--- src/rtl/core/assert_macros.svh ---
// ---------------------------------------------------------------------------
// assert_macros.svh
// Assertion macros shared by the glyph slot cache RTL.
// ---------------------------------------------------------------------------
`ifndef ASSERT_MACROS_SVH
`define ASSERT_MACROS_SVH

// Same-cycle implication, disabled while reset is asserted.
`define GCSC_ASSERT_NOW(lbl, clk, rst_n, ante, cons, msg) \
  lbl: assert property (@(posedge clk) disable iff (!(rst_n)) (ante) |-> (cons)) \
    else $error(msg);

// Next-cycle implication, disabled while reset is asserted.
`define GCSC_ASSERT_NEXT(lbl, clk, rst_n, ante, cons, msg) \
  lbl: assert property (@(posedge clk) disable iff (!(rst_n)) (ante) |=> (cons)) \
    else $error(msg);

`endif

--- src/rtl/core/gcsc_pkg.sv ---
// ---------------------------------------------------------------------------
// gcsc_pkg
// Types and constants shared by the glyph code slot cache.
// ---------------------------------------------------------------------------
package gcsc_pkg;

  localparam int SLOT_COUNT = 120;
  localparam int CODE_W     = 16;
  localparam int SLOT_W     = 7;

  // Narrow codes are accepted from 0x20 up to but not including 0x20 + 144.
  localparam logic [CODE_W-1:0] NARROW_FIRST = 16'h0020;
  localparam logic [CODE_W-1:0] NARROW_END   = 16'h00B0;

  localparam int QDEPTH = 2;

  typedef enum logic [1:0] {
    KIND_LOOKUP,
    KIND_REJECT,
    KIND_TICK
  } kind_e;

  typedef struct packed {
    kind_e             kind;
    logic [CODE_W-1:0] code;
    logic              pause;
  } item_t;

  typedef struct packed {
    logic              hit_valid;
    logic [SLOT_W-1:0] slot_index;
    logic              needs_load;
  } result_t;

  typedef enum logic [1:0] {
    BK_IDLE,
    BK_FETCH,
    BK_CMP
  } bk_state_e;

endpackage

--- src/rtl/core/gcsc_front.sv ---
// ---------------------------------------------------------------------------
// gcsc_front
// Accepts command words and classifies them as lookup, reject or tick.
// ---------------------------------------------------------------------------
module gcsc_front (
  input  logic                          start_i,
  input  logic                          mode_i,
  input  logic [gcsc_pkg::CODE_W-1:0]   char_code_i,
  input  logic                          pause_open_i,
  input  logic                          wide_mode_i,
  input  logic                          q_full_i,
  output logic                          busy_o,
  output logic                          push_o,
  output gcsc_pkg::item_t               item_o
);

  logic out_of_range;

  assign out_of_range = (char_code_i < gcsc_pkg::NARROW_FIRST) ||
                        (char_code_i >= gcsc_pkg::NARROW_END);

  always_comb begin
    item_o.code  = char_code_i;
    item_o.pause = pause_open_i;
    if (mode_i) begin
      item_o.kind = gcsc_pkg::KIND_TICK;
    end else if (!wide_mode_i && out_of_range) begin
      item_o.kind = gcsc_pkg::KIND_REJECT;
    end else begin
      item_o.kind = gcsc_pkg::KIND_LOOKUP;
    end
  end

  assign busy_o = q_full_i;
  assign push_o = start_i && !q_full_i;

endmodule

--- src/rtl/core/gcsc_queue.sv ---
// ---------------------------------------------------------------------------
// gcsc_queue
// Short FIFO of classified words between the front and back parts.
// ---------------------------------------------------------------------------
module gcsc_queue (
  input  logic            clk_i,
  input  logic            rst_ni,
  input  logic            push_i,
  input  gcsc_pkg::item_t item_i,
  input  logic            pop_i,
  output gcsc_pkg::item_t head_o,
  output logic            full_o,
  output logic            empty_o
);

  localparam int PTR_W = (gcsc_pkg::QDEPTH > 1) ? $clog2(gcsc_pkg::QDEPTH) : 1;
  localparam int CNT_W = $clog2(gcsc_pkg::QDEPTH + 1);

  gcsc_pkg::item_t  slots_q [gcsc_pkg::QDEPTH];
  logic [PTR_W-1:0] wr_ptr_q, wr_ptr_d;
  logic [PTR_W-1:0] rd_ptr_q, rd_ptr_d;
  logic [CNT_W-1:0] count_q, count_d;
  logic             do_push, do_pop;

  assign full_o  = (count_q == CNT_W'(gcsc_pkg::QDEPTH));
  assign empty_o = (count_q == '0);
  assign head_o  = slots_q[rd_ptr_q];
  assign do_push = push_i && !full_o;
  assign do_pop  = pop_i && !empty_o;

  function automatic logic [PTR_W-1:0] ptr_inc(input logic [PTR_W-1:0] p);
    if (p == PTR_W'(gcsc_pkg::QDEPTH - 1)) begin
      ptr_inc = '0;
    end else begin
      ptr_inc = p + PTR_W'(1);
    end
  endfunction

  always_comb begin
    wr_ptr_d = do_push ? ptr_inc(wr_ptr_q) : wr_ptr_q;
    rd_ptr_d = do_pop  ? ptr_inc(rd_ptr_q) : rd_ptr_q;
    count_d  = count_q;
    if (do_push && !do_pop) begin
      count_d = count_q + CNT_W'(1);
    end else if (do_pop && !do_push) begin
      count_d = count_q - CNT_W'(1);
    end
  end

  always_ff @(posedge clk_i or negedge rst_ni) begin
    if (!rst_ni) begin
      wr_ptr_q <= '0;
      rd_ptr_q <= '0;
      count_q  <= '0;
    end else begin
      wr_ptr_q <= wr_ptr_d;
      rd_ptr_q <= rd_ptr_d;
      count_q  <= count_d;
    end
  end

  always_ff @(posedge clk_i) begin
    if (do_push) begin
      slots_q[wr_ptr_q] <= item_i;
    end
  end

endmodule

--- src/rtl/core/gcsc_back.sv ---
// ---------------------------------------------------------------------------
// gcsc_back
// Executes queued words: slot scan over the code store, append, fill reset.
// ---------------------------------------------------------------------------
`include "assert_macros.svh"

module gcsc_back #(
  parameter int SLOT_COUNT = gcsc_pkg::SLOT_COUNT
) (
  input  logic              clk_i,
  input  logic              rst_ni,
  input  gcsc_pkg::item_t   item_i,
  input  logic              empty_i,
  output logic              pop_o,
  output logic              res_valid_o,
  output gcsc_pkg::result_t res_o
);

  localparam int IDX_W = (SLOT_COUNT > 1) ? $clog2(SLOT_COUNT) : 1;
  localparam int CNT_W = $clog2(SLOT_COUNT + 1);
  localparam int SW    = gcsc_pkg::SLOT_W;
  localparam int CW    = gcsc_pkg::CODE_W;
  localparam logic [CNT_W-1:0] SLOT_MAX = CNT_W'(SLOT_COUNT);

  gcsc_pkg::bk_state_e state_q, state_d;

  logic [CW-1:0]    mem_q [SLOT_COUNT];
  logic [CW-1:0]    rd_data_q;
  logic [CW-1:0]    code_q, code_d;
  logic [IDX_W-1:0] idx_q, idx_d;
  logic [CNT_W-1:0] fill_q, fill_d;
  logic             was_open_q, was_open_d;
  logic             res_valid_q, res_valid_d;
  gcsc_pkg::result_t res_q, res_d;

  logic             mem_we;
  logic [IDX_W-1:0] mem_waddr;
  logic [CW-1:0]    mem_wdata;
  logic [CNT_W-1:0] idx_next_cnt;
  logic             match, last;

  assign idx_next_cnt = CNT_W'(idx_q) + CNT_W'(1);
  assign match        = (rd_data_q == code_q);
  assign last         = (idx_next_cnt == fill_q);

  // Next state
  always_comb begin
    state_d = state_q;
    case (state_q)
      gcsc_pkg::BK_IDLE: begin
        if (!empty_i && item_i.kind == gcsc_pkg::KIND_LOOKUP && fill_q != '0) begin
          state_d = gcsc_pkg::BK_FETCH;
        end
      end
      gcsc_pkg::BK_FETCH: state_d = gcsc_pkg::BK_CMP;
      gcsc_pkg::BK_CMP: begin
        state_d = (match || last) ? gcsc_pkg::BK_IDLE : gcsc_pkg::BK_FETCH;
      end
      default: state_d = gcsc_pkg::BK_IDLE;
    endcase
  end

  // Datapath and outputs
  always_comb begin
    pop_o       = 1'b0;
    res_valid_d = 1'b0;
    res_d       = '0;
    fill_d      = fill_q;
    was_open_d  = was_open_q;
    code_d      = code_q;
    idx_d       = idx_q;
    mem_we      = 1'b0;
    mem_waddr   = fill_q[IDX_W-1:0];
    mem_wdata   = code_q;
    case (state_q)
      gcsc_pkg::BK_IDLE: begin
        if (!empty_i) begin
          pop_o = 1'b1;
          case (item_i.kind)
            gcsc_pkg::KIND_TICK: begin
              if (!(item_i.pause && was_open_q)) begin
                fill_d = '0;
              end
              was_open_d = item_i.pause;
            end
            gcsc_pkg::KIND_REJECT: begin
              res_valid_d = 1'b1;
            end
            gcsc_pkg::KIND_LOOKUP: begin
              if (fill_q == '0) begin
                // empty store: append straight into slot 0
                mem_we           = 1'b1;
                mem_waddr        = '0;
                mem_wdata        = item_i.code;
                fill_d           = CNT_W'(1);
                res_valid_d      = 1'b1;
                res_d.hit_valid  = 1'b1;
                res_d.needs_load = 1'b1;
              end else begin
                code_d = item_i.code;
                idx_d  = '0;
              end
            end
            default: ;
          endcase
        end
      end
      gcsc_pkg::BK_CMP: begin
        if (match) begin
          res_valid_d      = 1'b1;
          res_d.hit_valid  = 1'b1;
          res_d.slot_index = SW'(idx_q);
        end else if (last) begin
          res_valid_d = 1'b1;
          if (fill_q < SLOT_MAX) begin
            mem_we           = 1'b1;
            fill_d           = fill_q + CNT_W'(1);
            res_d.hit_valid  = 1'b1;
            res_d.slot_index = SW'(fill_q);
            res_d.needs_load = 1'b1;
          end
        end else begin
          idx_d = idx_q + IDX_W'(1);
        end
      end
      default: ;
    endcase
  end

  always_ff @(posedge clk_i or negedge rst_ni) begin
    if (!rst_ni) begin
      state_q     <= gcsc_pkg::BK_IDLE;
      fill_q      <= '0;
      was_open_q  <= 1'b0;
      idx_q       <= '0;
      res_valid_q <= 1'b0;
    end else begin
      state_q     <= state_d;
      fill_q      <= fill_d;
      was_open_q  <= was_open_d;
      idx_q       <= idx_d;
      res_valid_q <= res_valid_d;
    end
  end

  always_ff @(posedge clk_i) begin
    code_q <= code_d;
    res_q  <= res_d;
  end

  // Code store: one write port, one registered read port
  always_ff @(posedge clk_i) begin
    if (mem_we) begin
      mem_q[mem_waddr] <= mem_wdata;
    end
    if (state_q == gcsc_pkg::BK_FETCH) begin
      rd_data_q <= mem_q[idx_q];
    end
  end

  assign res_valid_o = res_valid_q;
  assign res_o       = res_q;

  `GCSC_ASSERT_NOW(a_fill_bound, clk_i, rst_ni, 1'b1, fill_q <= SLOT_MAX,
                   "fill count beyond slot count")
  `GCSC_ASSERT_NOW(a_fetch_in_fill, clk_i, rst_ni, state_q == gcsc_pkg::BK_FETCH,
                   CNT_W'(idx_q) < fill_q, "scan index outside filled slots")
  `GCSC_ASSERT_NOW(a_load_appends, clk_i, rst_ni, res_valid_q && res_q.needs_load,
                   fill_q == CNT_W'($past(fill_q) + CNT_W'(1)),
                   "new slot reported without fill count step")
  `GCSC_ASSERT_NOW(a_pop_idle, clk_i, rst_ni, pop_o,
                   state_q == gcsc_pkg::BK_IDLE && !empty_i,
                   "word taken from queue outside idle")

endmodule

--- src/rtl/core/glyph_code_slot_cache_top.sv ---
// ---------------------------------------------------------------------------
// glyph_code_slot_cache_top
// Append-only fully associative map from character codes to glyph slots.
// ---------------------------------------------------------------------------
// A command word is taken when start_i is high and busy_o is low; busy_o only
// rises when the two-word queue behind the front end is full, so a word can
// be issued while an earlier one is still being worked on. A lookup
// (mode_i = 0) gives exactly one result, a tick (mode_i = 1) gives none.
// Each result sits on hit_valid_o / slot_index_o / needs_load_o for exactly
// one cycle with done_o high; there is no back-pressure on the result side,
// so the consumer must capture it in that cycle. Results come in word order.
// Handling per word in the back end: a tick, a rejected code, or a lookup
// into an empty store is dealt with in the idle state as the word is taken
// from the queue; any other lookup runs the slot scan, comparing slots in
// order up to and including the first match, or the whole fill count on a
// miss. The code store is a single-read-port memory with registered read
// data, so each slot is first fetched (BK_FETCH) and then compared (BK_CMP).
// The result appears in the cycle after the deciding cycle. wide_mode is
// written through cfg_valid_i / cfg_data_i, always ready; write it only
// while no word is in flight.
// ---------------------------------------------------------------------------
module glyph_code_slot_cache_top #(
  parameter int SLOT_COUNT = gcsc_pkg::SLOT_COUNT
) (
  input  logic                          clk_i,
  input  logic                          rst_ni,
  // command words
  input  logic                          start_i,
  output logic                          busy_o,
  input  logic                          mode_i,
  input  logic [gcsc_pkg::CODE_W-1:0]   char_code_i,
  input  logic                          pause_open_i,
  // results
  output logic                          done_o,
  output logic                          hit_valid_o,
  output logic [gcsc_pkg::SLOT_W-1:0]   slot_index_o,
  output logic                          needs_load_o,
  // configuration
  input  logic                          cfg_valid_i,
  output logic                          cfg_ready_o,
  input  logic                          cfg_data_i
);

  logic              wide_mode_q;
  logic              q_full, q_empty, push, pop;
  gcsc_pkg::item_t   front_item, head_item;
  gcsc_pkg::result_t res;

  // wide_mode register; the port never stalls
  assign cfg_ready_o = 1'b1;

  always_ff @(posedge clk_i or negedge rst_ni) begin
    if (!rst_ni) begin
      wide_mode_q <= 1'b0;
    end else if (cfg_valid_i && cfg_ready_o) begin
      wide_mode_q <= cfg_data_i;
    end
  end

  // Front: range check and classification happen at accept time
  gcsc_front u_front (
    .start_i      (start_i),
    .mode_i       (mode_i),
    .char_code_i  (char_code_i),
    .pause_open_i (pause_open_i),
    .wide_mode_i  (wide_mode_q),
    .q_full_i     (q_full),
    .busy_o       (busy_o),
    .push_o       (push),
    .item_o       (front_item)
  );

  // Decoupling queue
  gcsc_queue u_queue (
    .clk_i   (clk_i),
    .rst_ni  (rst_ni),
    .push_i  (push),
    .item_i  (front_item),
    .pop_i   (pop),
    .head_o  (head_item),
    .full_o  (q_full),
    .empty_o (q_empty)
  );

  // Back: slot scan, append and tick handling
  gcsc_back #(
    .SLOT_COUNT (SLOT_COUNT)
  ) u_back (
    .clk_i       (clk_i),
    .rst_ni      (rst_ni),
    .item_i      (head_item),
    .empty_i     (q_empty),
    .pop_o       (pop),
    .res_valid_o (done_o),
    .res_o       (res)
  );

  assign hit_valid_o  = res.hit_valid;
  assign slot_index_o = res.slot_index;
  assign needs_load_o = res.needs_load;

endmodule

--- config.mk ---
export PLATFORM = sky130hd
export DESIGN_NAME = glyph_code_slot_cache_top
export DESIGN_NICKNAME = d
export VERILOG_FILES = /design/src/rtl/core/gcsc_pkg.sv /design/src/rtl/core/gcsc_front.sv /design/src/rtl/core/gcsc_queue.sv /design/src/rtl/core/gcsc_back.sv /design/src/rtl/core/glyph_code_slot_cache_top.sv
export VERILOG_INCLUDE_DIRS = /design/src /design/src/rtl/core
export SDC_FILE = /design/constraint.sdc
export NUM_CORES = 2
export LEC_CHECK = 0
export ABC_AREA = 1
export BUFFER_PORTS_ARGS = -buffer_cell sky130_fd_sc_hd__buf_4
export CAP_MARGIN = 10
export CORE_MARGIN = 4
export CORE_UTILIZATION = 45
export DETAILED_ROUTE_END_ITERATION = 10
export PLACE_DENSITY = 0.71
export REMOVE_ABC_BUFFERS = 1
export SETUP_SLACK_MARGIN = 0.4
export SKIP_CTS_REPAIR_TIMING = 1
export SYNTH_ARGS = -nofsm -noshare
export SYNTH_HDL_FRONTEND = slang
export SYNTH_SLANG_ARGS = --single-unit
--- constraint.sdc ---
create_clock -name clk_i -period 9.36 [get_ports clk_i]
set_input_delay 0.468 -clock clk_i [delete_from_list [all_inputs] [get_ports clk_i]]
set_output_delay 0.468 -clock clk_i [all_outputs]
set_load 0.05 [all_outputs]
==> results_tabular.tex <==
\begin{tabular}{lr}
\hline
Metric & Value \\
\hline
\multicolumn{2}{l}{\textbf{Route}} \\
\quad Detailed-route vias per instance & 5.77 \\
\quad Remaining antenna violation count after routing & 0 \\
\quad Total via count after detailed routing & 54,500 \\
\quad Routed length per placed instance & roughly 23 µm \\
\quad Total iterations of the first detailed-routing run & 6 \\
\quad DRC marker count from the first detailed-route iteration & approximately 7,600 \\
\quad DRT Wirelength & 220,000 µm \\
\quad DRC violations left & 0 \\
\multicolumn{2}{l}{\textbf{STA}} \\
\quad Relative slew slack & 0.171 \\
\quad Setup Viol. Count Final & 0 \\
\quad Fin Clk Skew & $\sim$0.054 ns \\
\quad Highest clock rate & about 180 MHz \\
\quad Period minus WS final & roughly 5.4 ns \\
\quad Unrepaired setup endpoints after global routing & false \\
\quad Final Max Tran Viols & 0 \\
\quad Transition time at the pin with the least slew margin & between 1 and 1.5 ns \\
\quad Final worst path period share & 0.579 \\
\quad Post-route setup TNS & 0 ns \\
\quad Number of endpoints with negative hold slack in the final report & 0 \\
\multicolumn{2}{l}{\textbf{Critical path}} \\
\quad Startpoint Class & register \\
\quad CP arrival & 6.11 ns \\
\quad Critical path capture point & u\_back.rd\_data\_q[5]\$\_DFFE\_PN\_ \\
\quad Required time reported for the critical path endpoint & between 10 and 15 ns \\
\quad Crit path max fanout & $\sim$220 \\
\quad Kind of capture point of the worst setup path & register \\
\quad FF-to-FF End & u\_back.rd\_data\_q[5]\$\_DFFE\_PN\_ \\
\quad CP startpoint & u\_back.idx\_q[0]\$\_DFFE\_PN0P\_ \\
\quad Register-to-register path setup slack & just under 4 ns \\
\quad Critical R2R Launch & u\_back.idx\_q[0]\$\_DFFE\_PN0P\_ \\
\quad Path depth of the worst reg2reg path & 12 \\
\quad Crit path kind & reg2reg \\
\multicolumn{2}{l}{\textbf{Final layout}} \\
\quad Final instance area & approximately 90,000 µm² \\
\quad Fraction of layout instances using a drive strength above 1 & 0.0794 \\
\quad Final core utilization & 0.507 \\
\quad Final-stage net count & $\sim$7,000 \\
\quad Area grow syn2layout & 12.1\% \\
\quad Layout Cells excl Fill & approximately 9,500 \\
\multicolumn{2}{l}{\textbf{Floorplan}} \\
\quad Std-Cell Rows & 156 \\
\quad Full die area & about 190,000 µm² \\
\quad Overall die width & about 430 µm \\
\quad Starting utilization of the core area & 0.452 \\
\quad Vertical die dimension & $\sim$430 µm \\
\quad I/O pin count & 35 \\
\quad Area of the placeable core & $\sim$180,000 µm² \\
\multicolumn{2}{l}{\textbf{Clock network}} \\
\quad Clock edge transition at the registers on the reported setup and hold paths & around 0.060 ns \\
\quad TritonCTS clock tree & done \\
\quad Total clock sinks & 2,022 \\
\quad Number of H-tree levels & 4 \\
\quad Clock buffers created by TritonCTS & 198 \\
\quad Buffer depth of the longest clock path & 3 \\
\quad Source-to-sink clock delay at the later pin of the worst-skew pair & about 0.84 ns \\
\quad Master cell of the clock root buffer & sky130\_fd\_sc\_hd\_\_clkbuf\_16 \\
\multicolumn{2}{l}{\textbf{Placement}} \\
\quad Total instance count after detailed placement & roughly 9,000 \\
\quad Final Wtd Congestion & 0.915 \\
\quad Detailed-placement wirelength estimate & approximately 120,000 µm \\
\quad Count of buffers from port buffering & 33 \\
\quad Total cell area at the placement stage & $\sim$85,000 µm² \\
\multicolumn{2}{l}{\textbf{Yosys}} \\
\quad Largest family of logic cells by synthesized area & simple AND/OR/NAND/NOR gates \\
\quad Most used standard cells in the synthesized netlist & sky130\_fd\_sc\_hd\_\_edfxtp\_1, sky130\_fd\_sc\_hd\_\_nand2\_1, sky130\_fd\_sc\_hd\_\_nand3\_1 \\
\quad Cell types occupying the most area after synthesis & sky130\_fd\_sc\_hd\_\_edfxtp\_1, sky130\_fd\_sc\_hd\_\_nand2\_1, sky130\_fd\_sc\_hd\_\_nand3\_1 \\
\quad Library cells used by synthesis & 38 \\
\quad Async set or reset register ratio after synthesis & 0.0114 \\
\quad Number of warnings reported in the yosys synthesis log & 0 \\
\quad EDFF count, synth & 1,990 \\
\quad Register area share after synthesis & 0.740 \\
\quad Proportion of synthesized area in mux cells & 0.000138 \\
\quad Most repeated cell in the gate-level netlist after synthesis & sky130\_fd\_sc\_hd\_\_edfxtp\_1 \\
\quad Flops \& latches, synth & between 2,000 and 2,500 \\
\quad Area fraction in compound gates after synthesis & 0.0379 \\
\quad Post-Syn Area per Cell & about 12 µm² \\
\quad Area share of fa/ha/maj cells after synthesis & 0.000612 \\
\quad Most used flip-flop cell after synthesis & sky130\_fd\_sc\_hd\_\_edfxtp\_1 \\
\quad Library cell occupying the most area in the post-synthesis netlist & sky130\_fd\_sc\_hd\_\_edfxtp\_1 \\
\quad Post-Syn Instances & a little under 7,000 \\
\quad Simple-gate area share of the yosys netlist & 0.190 \\
\quad Summed instance area of the synthesized netlist & roughly 82,000 µm² \\
\quad XOR/XNOR share of the synthesized area & 0.00161 \\
\quad Synth top area share & 0.731 \\
\multicolumn{2}{l}{\textbf{Power and ir drop}} \\
\quad Net switching power figure & around 6700 µW \\
\quad Leakage dissipation & $\sim$0.032 µW \\
\quad Proportion of power drawn by flip-flops and latches & 0.490 \\
\quad Ratio of total power to cell area & around 250 nW/µm² \\
\quad Proportion of power drawn by combinational gates & 0.170 \\
\quad Peak VDD IR & 222 µV \\
\quad Switching portion of total power & 0.290 \\
\quad Clk pwr share & 0.340 \\
\quad Internal power & around 16,000 µW \\
\multicolumn{2}{l}{\textbf{GRT}} \\
\quad First-pass GRT wire length & between 300,000 and 400,000 µm \\
\quad Antenna violations before repair & 4 \\
\quad Vias in the first global route & $\sim$52,000 \\
\quad Total congestion overflow after global routing & 0 \\
\quad Largest net degree at the start of global routing & 216 \\
\quad Global routing usage summed across all routing layers & 0.228 \\
\multicolumn{2}{l}{\textbf{Flow run}} \\
\quad Max-cap violation count & 0 \\
\multicolumn{2}{l}{\textbf{Hold path}} \\
\quad Startpoint of the most critical hold path & start\_i \\
\quad Type of the tightest min-delay check & in2reg \\
\multicolumn{2}{l}{\textbf{Outcome}} \\
\quad Run status & complete, no violations \\
\hline
\end{tabular}
[per-layer routing]
layer,global-route usage,wire length [µm],up-vias
li1,-,-,24400
met5,0,19,-
met4,0.0899,8400,4
met3,0.0456,22100,454
met1,0.310,84700,26600
met2,0.363,104000,2987
[stage by stage]
stage	hold WS, ns	worst slack (ns)	total power [µW]
4_1_cts	-0.479	4.01	23000
5_1_grt	0.135	3.81	23800
2_1_floorplan	0.172	-60.17	15000
3_5_place_dp	0.419	4.03	15300
3_3_place_gp	0.416	4.07	15200
6_report	0.0975	3.94	23000
[state kept, by name, summed over array words and instances, names as in the netlist]
register and count:
u_back.res_valid_o 1, u_back.fill_q 7, u_back.was_open_q 1, u_back.state_q 2, u_back.res_o 9, u_back.code_q 16
u_back.mem_q 1920, u_queue.slots_q 38, wide_mode_q 1, u_back.rd_data_q 16, u_back.idx_q 7, u_queue.wr_ptr_q 1
u_queue.rd_ptr_q 1, u_queue.count_q 2
[critical path, stage by stage (launching register included)]
cell and delay [ns]:
sky130_fd_sc_hd__dfrtp_4 0.71, sky130_fd_sc_hd__buf_12 0.32, sky130_fd_sc_hd__inv_8 0.71, sky130_fd_sc_hd__buf_12 0.66, sky130_fd_sc_hd__buf_4 0.77, sky130_fd_sc_hd__o21ai_0 0.20, sky130_fd_sc_hd__nand3_1 0.16, sky130_fd_sc_hd__nand3_1 0.12
sky130_fd_sc_hd__nand2_1 0.10, sky130_fd_sc_hd__nand2_1 0.11, sky130_fd_sc_hd__nand3_1 0.30, sky130_fd_sc_hd__nand3_1 0.26, sky130_fd_sc_hd__nand2_1 0.14
[cell families after synthesis]
logic type      count (synthesis)
fa+ha+maj                       4
flops                        2022
other cells                     1
simple gates                 3689
mux                             1
compound gates                559
xor+xnor                       15
buf+inv                       598
[area by class of cell]
type                    instances  area [µm²]
flip-flops and latches       2022       60500
inverters                     161         629
clock inverters               128        1140
diodes                          1        2.50
clock buffers                 245        5250
fillers                     15000       89100
multi-input cells            4269       19100
repair buffers                255        2090
well taps                    2370        2970
[layout by cell type (no fill, tap or decap), types with 7 or more instances in the layout]
cell	synthesis	layout
sky130_fd_sc_hd__clkinvlp_4	0	9
sky130_fd_sc_hd__buf_4	4	218
sky130_fd_sc_hd__clkinv_2	0	36
sky130_fd_sc_hd__clkinv_1	3	55
sky130_fd_sc_hd__nand2_2	6	7
sky130_fd_sc_hd__buf_12	0	7
sky130_fd_sc_hd__o221ai_1	8	8
sky130_fd_sc_hd__clkbuf_16	0	201
sky130_fd_sc_hd__dlygate4sd3_1	0	21
sky130_fd_sc_hd__nand3_1	1278	1278
sky130_fd_sc_hd__o21ai_0	361	355
sky130_fd_sc_hd__dfrtp_1	23	18
sky130_fd_sc_hd__o211ai_1	83	83
sky130_fd_sc_hd__bufinv_16	0	16
sky130_fd_sc_hd__nand2_1	1713	1712
sky130_fd_sc_hd__a31oi_4	0	10
sky130_fd_sc_hd__dfxtp_1	9	9
sky130_fd_sc_hd__a21oi_1	58	57
sky130_fd_sc_hd__xor2_1	13	13
sky130_fd_sc_hd__inv_1	150	149
sky130_fd_sc_hd__edfxtp_1	1990	1990
sky130_fd_sc_hd__clkbuf_1	251	39
sky130_fd_sc_hd__o22ai_1	32	32
sky130_fd_sc_hd__buf_6	2	9
sky130_fd_sc_hd__nor2_1	674	674
[how the worst min path moves through the flow]
| stage | endpoint | slack (ns) | cells past startpoint |
|---|---|---|---|
| 2_1_floorplan | u_back.fill_q[0]$_DFFE_PN0P_ | 0.17 | 0 |
| 5_1_grt | u_queue.wr_ptr_q$_DFFE_PN0P_ | 0.14 | 5 |
| 4_1_cts | u_back.fill_q[1]$_DFFE_PN0P_ | -0.48 | 1 |
| 6_report | u_queue.wr_ptr_q$_DFFE_PN0P_ | 0.1 | 5 |
| 3_5_place_dp | u_back.fill_q[1]$_DFFE_PN0P_ | 0.42 | 1 |
| 3_3_place_gp | u_back.fill_q[2]$_DFFE_PN0P_ | 0.42 | 1 |
[power groups by stage]
stage	Sequential (µW)	Combinational, µW	Clock, µW
global route	11300	4210	8280
detailed placement	11500	3830	0
CTS	11300	3850	7900
finish	11300	3910	7830
global placement	11500	3720	0
floorplan	12000	3020	0
Note: power is estimated with default switching activity, not from simulation.
